$ cat src/hw/rtl/bsmdu_pkg.sv
// ----------------------------------------------------------------------------
// Bit-serial multiply / divide unit package
// Shared types, register addresses and codes for the multiply / divide unit.
// ----------------------------------------------------------------------------
package bsmdu_pkg;

  // Request operation codes.
  typedef enum logic [1:0] {
    OP_TICK  = 2'd0,
    OP_WRITE = 2'd1,
    OP_READ  = 2'd2,
    OP_NONE  = 2'd3
  } op_e;

  // Sequencer states.
  typedef enum logic [1:0] {
    ST_IDLE  = 2'd0,
    ST_CLOCK = 2'd1,
    ST_APPLY = 2'd2,
    ST_RESP  = 2'd3
  } seq_state_e;

  // Register addresses.
  localparam logic [15:0] AddrMultiplicand = 16'h4202;
  localparam logic [15:0] AddrMulStart     = 16'h4203;
  localparam logic [15:0] AddrDividendLo   = 16'h4204;
  localparam logic [15:0] AddrDividendHi   = 16'h4205;
  localparam logic [15:0] AddrDivStart     = 16'h4206;
  localparam logic [15:0] AddrQuotLo       = 16'h4214;
  localparam logic [15:0] AddrQuotHi       = 16'h4215;
  localparam logic [15:0] AddrProdRemLo    = 16'h4216;
  localparam logic [15:0] AddrProdRemHi    = 16'h4217;

  // Step periods and operation lengths.
  localparam logic [3:0] PeriodShort = 4'd6;
  localparam logic [3:0] PeriodLong  = 4'd8;
  localparam logic [3:0] MulSteps    = 4'd8;
  localparam logic [4:0] DivSteps    = 5'd16;

  // Reset values of the operand registers.
  localparam logic [7:0]  MultiplicandReset = 8'hFF;
  localparam logic [15:0] DividendReset     = 16'hFFFF;

  // Captured request.
  typedef struct packed {
    op_e         op;
    logic [15:0] addr;
    logic [7:0]  data;
    logic [3:0]  per;
    logic        was_busy;
  } bsmdu_req_t;

  // Control from the sequencer to the datapath and output stage.
  typedef struct packed {
    logic clk_en;
    logic apply_en;
    logic out_load;
  } bsmdu_ctrl_t;

  // Status from the datapath.
  typedef struct packed {
    logic busy;
    logic mul_active;
    logic div_active;
  } bsmdu_stat_t;

endpackage

$ cat src/hw/rtl/bsmdu_seq.sv
// ----------------------------------------------------------------------------
// Multiply / divide unit sequencer
// Walks one request through its master clocks, the register write and the
// response hand-off.
// ----------------------------------------------------------------------------
module bsmdu_seq import bsmdu_pkg::*; (
  input  logic        clk_i,
  input  logic        rst_ni,
  input  logic        accept_i,
  input  op_e         op_i,
  input  logic [3:0]  write_span_i,
  input  op_e         req_op_i,
  input  logic        out_free_i,
  output logic        idle_o,
  output bsmdu_ctrl_t ctrl_o
);

  seq_state_e state_q, state_d;
  logic [3:0] count_q, count_d;
  logic [3:0] start_count;

  // Number of master clocks the incoming request spans.
  always_comb begin
    case (op_i)
      OP_TICK:  start_count = 4'd1;
      OP_WRITE: start_count = write_span_i;
      default:  start_count = 4'd0;
    endcase
  end

  // State register and clock counter.
  always_ff @(posedge clk_i or negedge rst_ni) begin
    if (!rst_ni) begin
      state_q <= ST_IDLE;
      count_q <= 4'd0;
    end else begin
      state_q <= state_d;
      count_q <= count_d;
    end
  end

  // Next state and control outputs.
  always_comb begin
    state_d         = state_q;
    count_d         = count_q;
    idle_o          = 1'b0;
    ctrl_o.clk_en   = 1'b0;
    ctrl_o.apply_en = 1'b0;
    ctrl_o.out_load = 1'b0;
    case (state_q)
      ST_IDLE: begin
        idle_o = 1'b1;
        if (accept_i) begin
          count_d = start_count;
          state_d = (start_count != 4'd0) ? ST_CLOCK : ST_APPLY;
        end
      end
      ST_CLOCK: begin
        ctrl_o.clk_en = 1'b1;
        count_d       = count_q - 4'd1;
        if (count_q == 4'd1) begin
          state_d = ST_APPLY;
        end
      end
      ST_APPLY: begin
        ctrl_o.apply_en = (req_op_i == OP_WRITE);
        state_d         = ST_RESP;
      end
      ST_RESP: begin
        if (out_free_i) begin
          ctrl_o.out_load = 1'b1;
          state_d         = ST_IDLE;
        end
      end
      default: begin
        state_d = ST_IDLE;
      end
    endcase
  end

endmodule

$ cat src/hw/rtl/bsmdu_dp.sv
// ----------------------------------------------------------------------------
// Multiply / divide unit datapath
// Operand and result registers, the step timer and one shared add/subtract
// unit that performs a shift-add or a restoring-divide step.
// ----------------------------------------------------------------------------
module bsmdu_dp import bsmdu_pkg::*; (
  input  logic        clk_i,
  input  logic        rst_ni,
  input  bsmdu_ctrl_t ctrl_i,
  input  bsmdu_req_t  req_i,
  output bsmdu_stat_t stat_o,
  output logic [7:0]  rd_byte_o
);

  logic [7:0]  mcand_q, mcand_d;
  logic [15:0] dvd_q, dvd_d;
  logic [15:0] quot_q, quot_d;
  logic [15:0] prem_q, prem_d;
  logic [23:0] shift_q, shift_d;
  logic [3:0]  mul_left_q, mul_left_d;
  logic [4:0]  div_left_q, div_left_d;
  logic [3:0]  period_q, period_d;
  logic [3:0]  resid_q, resid_d;

  logic        busy;
  logic        tick;
  logic        step;
  logic [4:0]  resid_inc;
  logic [4:0]  period_ext;
  logic [23:0] div_shift;
  logic [24:0] alu_a;
  logic [24:0] alu_b;
  logic [25:0] alu_sum;
  logic        div_ge;
  logic [3:0]  new_per;

  assign busy              = (mul_left_q != 4'd0) || (div_left_q != 5'd0);
  assign stat_o.busy       = busy;
  assign stat_o.mul_active = (mul_left_q != 4'd0);
  assign stat_o.div_active = (div_left_q != 5'd0);

  // Step timer: a step fires when the residue reaches the period.
  assign tick       = ctrl_i.clk_en && busy && (period_q != 4'd0);
  assign resid_inc  = {1'b0, resid_q} + 5'd1;
  assign period_ext = {1'b0, period_q};
  assign step       = tick && (resid_inc >= period_ext);

  // Shared adder: adds the shifter for a multiply step, subtracts the
  // shifted divisor for a divide step.
  assign div_shift = shift_q >> 1;
  always_comb begin
    alu_a = {9'd0, prem_q};
    if (mul_left_q != 4'd0) begin
      alu_b = {9'd0, shift_q[15:0]};
    end else begin
      alu_b = ~{1'b0, div_shift};
    end
  end
  assign alu_sum = {1'b0, alu_a} + {1'b0, alu_b} + {25'd0, (mul_left_q == 4'd0)};
  assign div_ge  = alu_sum[25];

  // Step period latched by a start.
  assign new_per = ((req_i.per == PeriodShort) || (req_i.per == PeriodLong)) ?
                   req_i.per : PeriodShort;

  // Next values of the unit registers.
  always_comb begin
    mcand_d    = mcand_q;
    dvd_d      = dvd_q;
    quot_d     = quot_q;
    prem_d     = prem_q;
    shift_d    = shift_q;
    mul_left_d = mul_left_q;
    div_left_d = div_left_q;
    period_d   = period_q;
    resid_d    = resid_q;

    // One master clock of a running operation.
    if (tick) begin
      if (step) begin
        resid_d = 4'(resid_inc - period_ext);
      end else begin
        resid_d = resid_inc[3:0];
      end
    end
    if (step && (mul_left_q != 4'd0)) begin
      mul_left_d = mul_left_q - 4'd1;
      if (quot_q[0]) begin
        prem_d = alu_sum[15:0];
      end
      shift_d = {shift_q[22:0], 1'b0};
      quot_d  = {1'b0, quot_q[15:1]};
    end
    if (step && (div_left_q != 5'd0)) begin
      div_left_d = div_left_q - 5'd1;
      shift_d    = div_shift;
      quot_d     = {quot_q[14:0], div_ge};
      if (div_ge) begin
        prem_d = alu_sum[15:0];
      end
    end

    // Register write after the write span has run.
    if (ctrl_i.apply_en) begin
      case (req_i.addr)
        AddrMultiplicand: begin
          mcand_d = req_i.data;
        end
        AddrMulStart: begin
          prem_d = 16'd0;
          if (!req_i.was_busy) begin
            mul_left_d = MulSteps;
            div_left_d = 5'd0;
            quot_d     = {req_i.data, mcand_q};
            shift_d    = {16'd0, req_i.data};
            period_d   = new_per;
            resid_d    = 4'd0;
          end else if (!busy) begin
            quot_d = {req_i.data, mcand_q};
          end
        end
        AddrDividendLo: begin
          dvd_d = {dvd_q[15:8], req_i.data};
        end
        AddrDividendHi: begin
          dvd_d = {req_i.data, dvd_q[7:0]};
        end
        AddrDivStart: begin
          prem_d = dvd_q;
          if (!req_i.was_busy) begin
            div_left_d = DivSteps;
            mul_left_d = 4'd0;
            shift_d    = {req_i.data, 16'd0};
            period_d   = new_per;
            resid_d    = 4'd0;
          end
        end
        default: begin
        end
      endcase
    end
  end

  // Unit registers.
  always_ff @(posedge clk_i or negedge rst_ni) begin
    if (!rst_ni) begin
      mcand_q    <= MultiplicandReset;
      dvd_q      <= DividendReset;
      quot_q     <= 16'd0;
      prem_q     <= 16'd0;
      shift_q    <= 24'd0;
      mul_left_q <= 4'd0;
      div_left_q <= 5'd0;
      period_q   <= 4'd0;
      resid_q    <= 4'd0;
    end else begin
      mcand_q    <= mcand_d;
      dvd_q      <= dvd_d;
      quot_q     <= quot_d;
      prem_q     <= prem_d;
      shift_q    <= shift_d;
      mul_left_q <= mul_left_d;
      div_left_q <= div_left_d;
      period_q   <= period_d;
      resid_q    <= resid_d;
    end
  end

  // Read data for a read request, zero otherwise.
  always_comb begin
    rd_byte_o = 8'd0;
    if (req_i.op == OP_READ) begin
      case (req_i.addr)
        AddrQuotLo:    rd_byte_o = quot_q[7:0];
        AddrQuotHi:    rd_byte_o = quot_q[15:8];
        AddrProdRemLo: rd_byte_o = prem_q[7:0];
        AddrProdRemHi: rd_byte_o = prem_q[15:8];
        default:       rd_byte_o = 8'd0;
      endcase
    end
  end

endmodule

$ cat src/hw/rtl/bit_serial_mul_div_unit_top.sv
// ----------------------------------------------------------------------------
// Bit-serial multiply / divide unit
// Memory-mapped 8x8 shift-add multiply and 16/8 restoring divide with
// master-clock accurate step timing.
// ----------------------------------------------------------------------------
//
//   Channel   Direction  Handshake             Payload
//   request   in         in_valid_i/in_stall_o op, addr, data, write_span,
//                                              step_period
//   response  out        out_valid_o/out_stall_i read_data, busy_res
//
// A request runs its master clocks, then the apply and response states; a write
// spans write_span master clocks, a read or an unknown op none. The sequencer
// runs one master clock per cycle through the shared step unit.
// The response register lets a new request be taken while a response waits;
// a request finishes only once the response register is free.
// Reset is asynchronous, active low, and returns the sequencer, the unit
// registers and the response valid flag to their power-on values.
// ----------------------------------------------------------------------------
module bit_serial_mul_div_unit_top import bsmdu_pkg::*; (
  input  logic        clk_i,
  input  logic        rst_ni,
  input  logic        in_valid_i,
  output logic        in_stall_o,
  input  logic [1:0]  op_i,
  input  logic [15:0] addr_i,
  input  logic [7:0]  data_i,
  input  logic [3:0]  write_span_i,
  input  logic [3:0]  step_period_i,
  output logic        out_valid_o,
  input  logic        out_stall_i,
  output logic [7:0]  read_data_o,
  output logic        busy_res_o
);

  bsmdu_req_t  req_q, req_d;
  bsmdu_ctrl_t ctrl;
  bsmdu_stat_t stat;
  logic        idle;
  logic        accept;
  logic        out_free;
  logic [7:0]  rd_byte;
  logic        out_valid_q, out_valid_d;
  logic [7:0]  read_data_q;
  logic        busy_res_q;

  assign in_stall_o = !idle;
  assign accept     = in_valid_i && idle;
  assign out_free   = !out_valid_q || !out_stall_i;

  // Request capture.
  always_comb begin
    req_d = req_q;
    if (accept) begin
      req_d.op       = op_e'(op_i);
      req_d.addr     = addr_i;
      req_d.data     = data_i;
      req_d.per      = step_period_i;
      req_d.was_busy = stat.busy;
    end
  end

  always_ff @(posedge clk_i) begin
    req_q <= req_d;
  end

  // Sequencer.
  bsmdu_seq u_seq (
    .clk_i        (clk_i),
    .rst_ni       (rst_ni),
    .accept_i     (accept),
    .op_i         (op_e'(op_i)),
    .write_span_i (write_span_i),
    .req_op_i     (req_q.op),
    .out_free_i   (out_free),
    .idle_o       (idle),
    .ctrl_o       (ctrl)
  );

  // Datapath.
  bsmdu_dp u_dp (
    .clk_i     (clk_i),
    .rst_ni    (rst_ni),
    .ctrl_i    (ctrl),
    .req_i     (req_q),
    .stat_o    (stat),
    .rd_byte_o (rd_byte)
  );

  // Response register.
  always_comb begin
    out_valid_d = out_valid_q;
    if (ctrl.out_load) begin
      out_valid_d = 1'b1;
    end else if (!out_stall_i) begin
      out_valid_d = 1'b0;
    end
  end

  always_ff @(posedge clk_i or negedge rst_ni) begin
    if (!rst_ni) begin
      out_valid_q <= 1'b0;
    end else begin
      out_valid_q <= out_valid_d;
    end
  end

  always_ff @(posedge clk_i) begin
    if (ctrl.out_load) begin
      read_data_q <= rd_byte;
      busy_res_q  <= stat.busy;
    end
  end

  assign out_valid_o = out_valid_q;
  assign read_data_o = read_data_q;
  assign busy_res_o  = busy_res_q;

  // A multiply and a divide never run at the same time.
  assert property (@(posedge clk_i) disable iff (!rst_ni)
    !(stat.mul_active && stat.div_active))
    else $error("multiply and divide both active");

  // A response never overwrites one that is still stalled.
  assert property (@(posedge clk_i) disable iff (!rst_ni)
    ctrl.out_load |-> out_free)
    else $error("response loaded over a stalled response");

  // The register write and a master clock never share a cycle.
  assert property (@(posedge clk_i) disable iff (!rst_ni)
    !(ctrl.apply_en && ctrl.clk_en))
    else $error("write applied during a master clock");

  // An accepted request blocks the next one in the following cycle.
  assert property (@(posedge clk_i) disable iff (!rst_ni)
    accept |=> in_stall_o)
    else $error("request accepted back to back");

endmodule
$ cat config.mk
export PLATFORM = sky130hd
export DESIGN_NAME = bit_serial_mul_div_unit_top
export DESIGN_NICKNAME = d
export VERILOG_FILES = /design/src/hw/rtl/bsmdu_pkg.sv /design/src/hw/rtl/bsmdu_seq.sv /design/src/hw/rtl/bsmdu_dp.sv /design/src/hw/rtl/bit_serial_mul_div_unit_top.sv
export SDC_FILE = /design/constraint.sdc
export NUM_CORES = 1
export LEC_CHECK = 0
export BUFFER_PORTS_ARGS = -buffer_cell sky130_fd_sc_hd__buf_4
export CORE_MARGIN = 3
export CORE_UTILIZATION = 45
export DETAILED_ROUTE_END_ITERATION = 6
export GPL_ROUTABILITY_DRIVEN = 0
export GPL_TIMING_DRIVEN = 0
export PLACE_DENSITY_LB_ADDON = 0.25
export SLEW_MARGIN = 10
export SYNTH_ARGS = -nofsm -noshare
export SYNTH_HDL_FRONTEND = slang
export SYNTH_SLANG_ARGS = --single-unit
$ cat constraint.sdc
create_clock -name clk_i -period 5.6 [get_ports clk_i]
set_clock_uncertainty 0.2 [all_clocks]
set_input_delay 0.84 -clock clk_i [delete_from_list [all_inputs] [get_ports clk_i]]
set_output_delay 0.84 -clock clk_i [all_outputs]
set_load 0.02 [all_outputs]
==> results.toml <==
[global_routing]
grt_max_degree = 105
grt_pass1_vias = 5767
overflow = 0
grt.total_usage_pct = 20.52
grt_antenna_before_repair = 0
grt_pass1_wl_um = 31090

[run_status]
outcome = "complete, no violations"

[setup_path]
worst_path_most_repeated_cell = "ha_1"
crit_end = "u_dp.prem_q[10]"
cp-end-kind = "flip-flop"
slowest_stage = "or3b_4"
cp_top_family = "compound AO/OA/AOI/OAI gates"
worst-path-max-fanout = 10
path_cells = "inv_1 > ha_1 > or3b_4 > buf_6 > clkbuf_1 > o21ai_0 > ha_1 > a21o_1 > a221oi_1 > o31ai_1 > o2111ai_2 > nand2_4 > buf_12 > mux2i_1 > o21ai_1"
rr_startpoint = "u_dp.mul_left_q[0]"
worst-endpoint-arrival_ns = 4.23
crit_buf_inv = 4
crit_start = "u_dp.mul_left_q[0]"
regToRegSetupSlack_ns = 1.47
crit_type = "reg2reg"
worstPathRequired_ns = 5.70
cp-start-kind = "flip-flop"
reg2regPathDepth = 15
cp_num_cells = 15
cpPeakStageDelay_ns = 0.40
r2r-end = "u_dp.prem_q[10]"

[final_layout]
multi_input_area_um2 = 3861
finalCoreUtilization_pct = 54.17
drive_above_1_share_pct = 21.34
layout.area.seq_um2 = 3834
antennaDiodeCount = 0
final_area_um2 = 9143
nets = 863
n_fill_cell = 1430
area_growth_pct = 15.42

[die]
die_width_um = 138.7
fp-row-count = 47
core_area_um2 = 16880
initial_utilization_pct = 46.93
num_io_pins = 49
dieArea_um2 = 19230
die_h_um = 138.7

[yosys]
ys_seq_area_share_pct = 48.40
synth_top_area_share_pct = 25.27
synthDistinctLibCells = 62
synthArstFlopShare_pct = 72.22
postSynthCellCount = 724
synth_seq_cells = 144
postSynthAreaPerCell_um2 = 10.94
synth.area.top_cells = "dfrtp_1 (25%), edfxtp_1 (15%), dfstp_2 (8.0%)"
syn_nets = 794
synth_area_leader_cell = "dfrtp_1"
synthTopCellsByCount = "dfrtp_1 (80), nand2_1 (71), nor2_1 (49)"
synth_warnings = 0
yosysMostFrequentCell = "dfrtp_1"
ys.flop_type = "dfrtp_1"
synth_area_um2 = 7921
synth_edf_count = 40

[flow_run]
maxCapViolations = 0

[pwr]
p_leak_nw = 4.258
cellPowerDensity_nw_per_um2 = 292.4
max-vdd-ir-drop_mv = 0.2106

[drt]
drtIter0Drc = 515
dr.pass1.iters = 5
routed_via_density = 5.751
vias = 5901
wl_per_cell_um = 19.05
ant_nets = 0
wl_um = 19550
drcViolationCount = 0

[sta]
fin_crit_ns = 4.126
finalCritPeriodShare_pct = 73.68
fin_setup_tns_ns = 0
worst_slew_pin_slew_ns = 1.050
drv_slew = 0
hold_viol = 0
setup_viol = 0
max_freq_mhz = 242.3
relSlewSlack_pct = 29.44
rsz0062_at_grt = "no"

[placement]
dpl-instance-area_um2 = 8583
dp_hpwl_um = 14470
port_buffers = 48

[cts]
cts.repair.resized = 0
hold_buffers = 0
cts-root-buf = "clkbuf_16"
clk_pin_slew_ns = 0.06
post_cts_buffers = 0
clockBufferDepth = 2
clkSinkCount = 144
cts_max_level = 4
numCtsBuffers = 17
insertion_delay_ns = 0.43
cts_tree = "done"

[worst_hold_path]
hold_class = "in2async"
-- layout by cell type, fill, tap and decap left out, types with 19 or more instances in the layout --
| cell | n |
|---|---|
| a21oi_1 | 46 |
| nor2_1 | 49 |
| a21o_1 | 40 |
| nand2_1 | 71 |
| edfxtp_1 | 40 |
| dfstp_2 | 24 |
| dfrtp_1 | 80 |
| mux2_2 | 34 |
| a211oi_1 | 19 |
| mux2i_1 | 46 |
| ha_1 | 29 |
| buf_4 | 48 |
| inv_1 | 19 |
| o21ai_0 | 46 |
-- kinds of logic (layout without fill, tap and decap cells) --
logic type / Yosys count / after routing / share of synthesized area (%)
AO/OA/AOI/OAI: 200 / 200 / 16.19
XOR/XNOR: 22 / 22 / 2.433
adder cells (fa/ha/maj): 32 / 32 / 5.339
buffers and inverters: 50 / 132 / 2.859
flip-flops: 144 / 144 / 48.40
multiplexers: 88 / 88 / 12.92
AND/OR/NAND/NOR: 188 / 188 / 11.86
-- through the flow --
stage          instances  setup slack (ns)  hold WS [ns]  power, mW
5_1_grt             1026             1.199        0.3178      2.790
3_3_place_gp         992             1.588        0.2884      1.590
4_1_cts             1026             1.479        0.2981      2.701
3_5_place_dp         994             1.517        0.2876      1.618
2_1_floorplan        724             2.126        0.2736      1.451
6_report            1026             1.474        0.2955      2.673
-- routing by layer --
layer  track usage (%)  vias to the layer above  wire length [µm]
li1                  -                     2798                 -
met4             6.025                        0               318
met1             28.76                     2886              8965
met3             4.759                       22              1086
met2             32.14                      195              9179
met5                 0                        -                 0
-- layout make-up --
type,count,share of cell area [%]
sequential,144,41.93
clock inverter,13,1.382
tap,220,3.011
multi-input combinational,530,42.23
timing repair buffer,50,4.229
buffer,31,1.697
clock buffer,19,4.735
inverter,19,0.7801
-- where the power goes --
group / switching (mW) / total [mW] / internal, mW / leakage [nW]
registers: 0.0698 / 1.25 / 1.18 / 1.73
logic: 0.208 / 0.342 / 0.134 / 2.26
clock network: 0.459 / 1.08 / 0.619 / 0.269
-- state kept, by name, summed over array words and instances (netlist names) --
| register | flops |
|---|---|
| busy_res_o | 1 |
| out_valid_o | 1 |
| read_data_o | 8 |
| req_q | 31 |
| u_dp.div_left_q | 5 |
| u_dp.dvd_q | 16 |
| u_dp.mcand_q | 8 |
| u_dp.mul_left_q | 4 |
| u_dp.period_q | 4 |
| u_dp.prem_q | 16 |
| u_dp.quot_q | 16 |
| u_dp.resid_q | 4 |
| u_dp.shift_q | 24 |
| u_seq.count_q | 4 |
| u_seq.state_q | 2 |
-- worst min-delay path by stage --
| stage | start | to | slack, ns |
|---|---|---|---|
| after floorplan | u_dp.period_q[3] | u_dp.period_q[3] | 0.27 |
| after global placement | u_dp.dvd_q[5] | u_dp.prem_q[5] | 0.29 |
| after detailed placement | u_dp.dvd_q[5] | u_dp.prem_q[5] | 0.29 |
| after CTS | u_dp.dvd_q[5] | u_dp.prem_q[5] | 0.30 |
| after global routing | u_dp.dvd_q[7] | u_dp.prem_q[7] | 0.32 |
| final | rst_ni | u_dp.resid_q[2] | 0.30 |
Note: power is estimated with default switching activity, not from simulation.
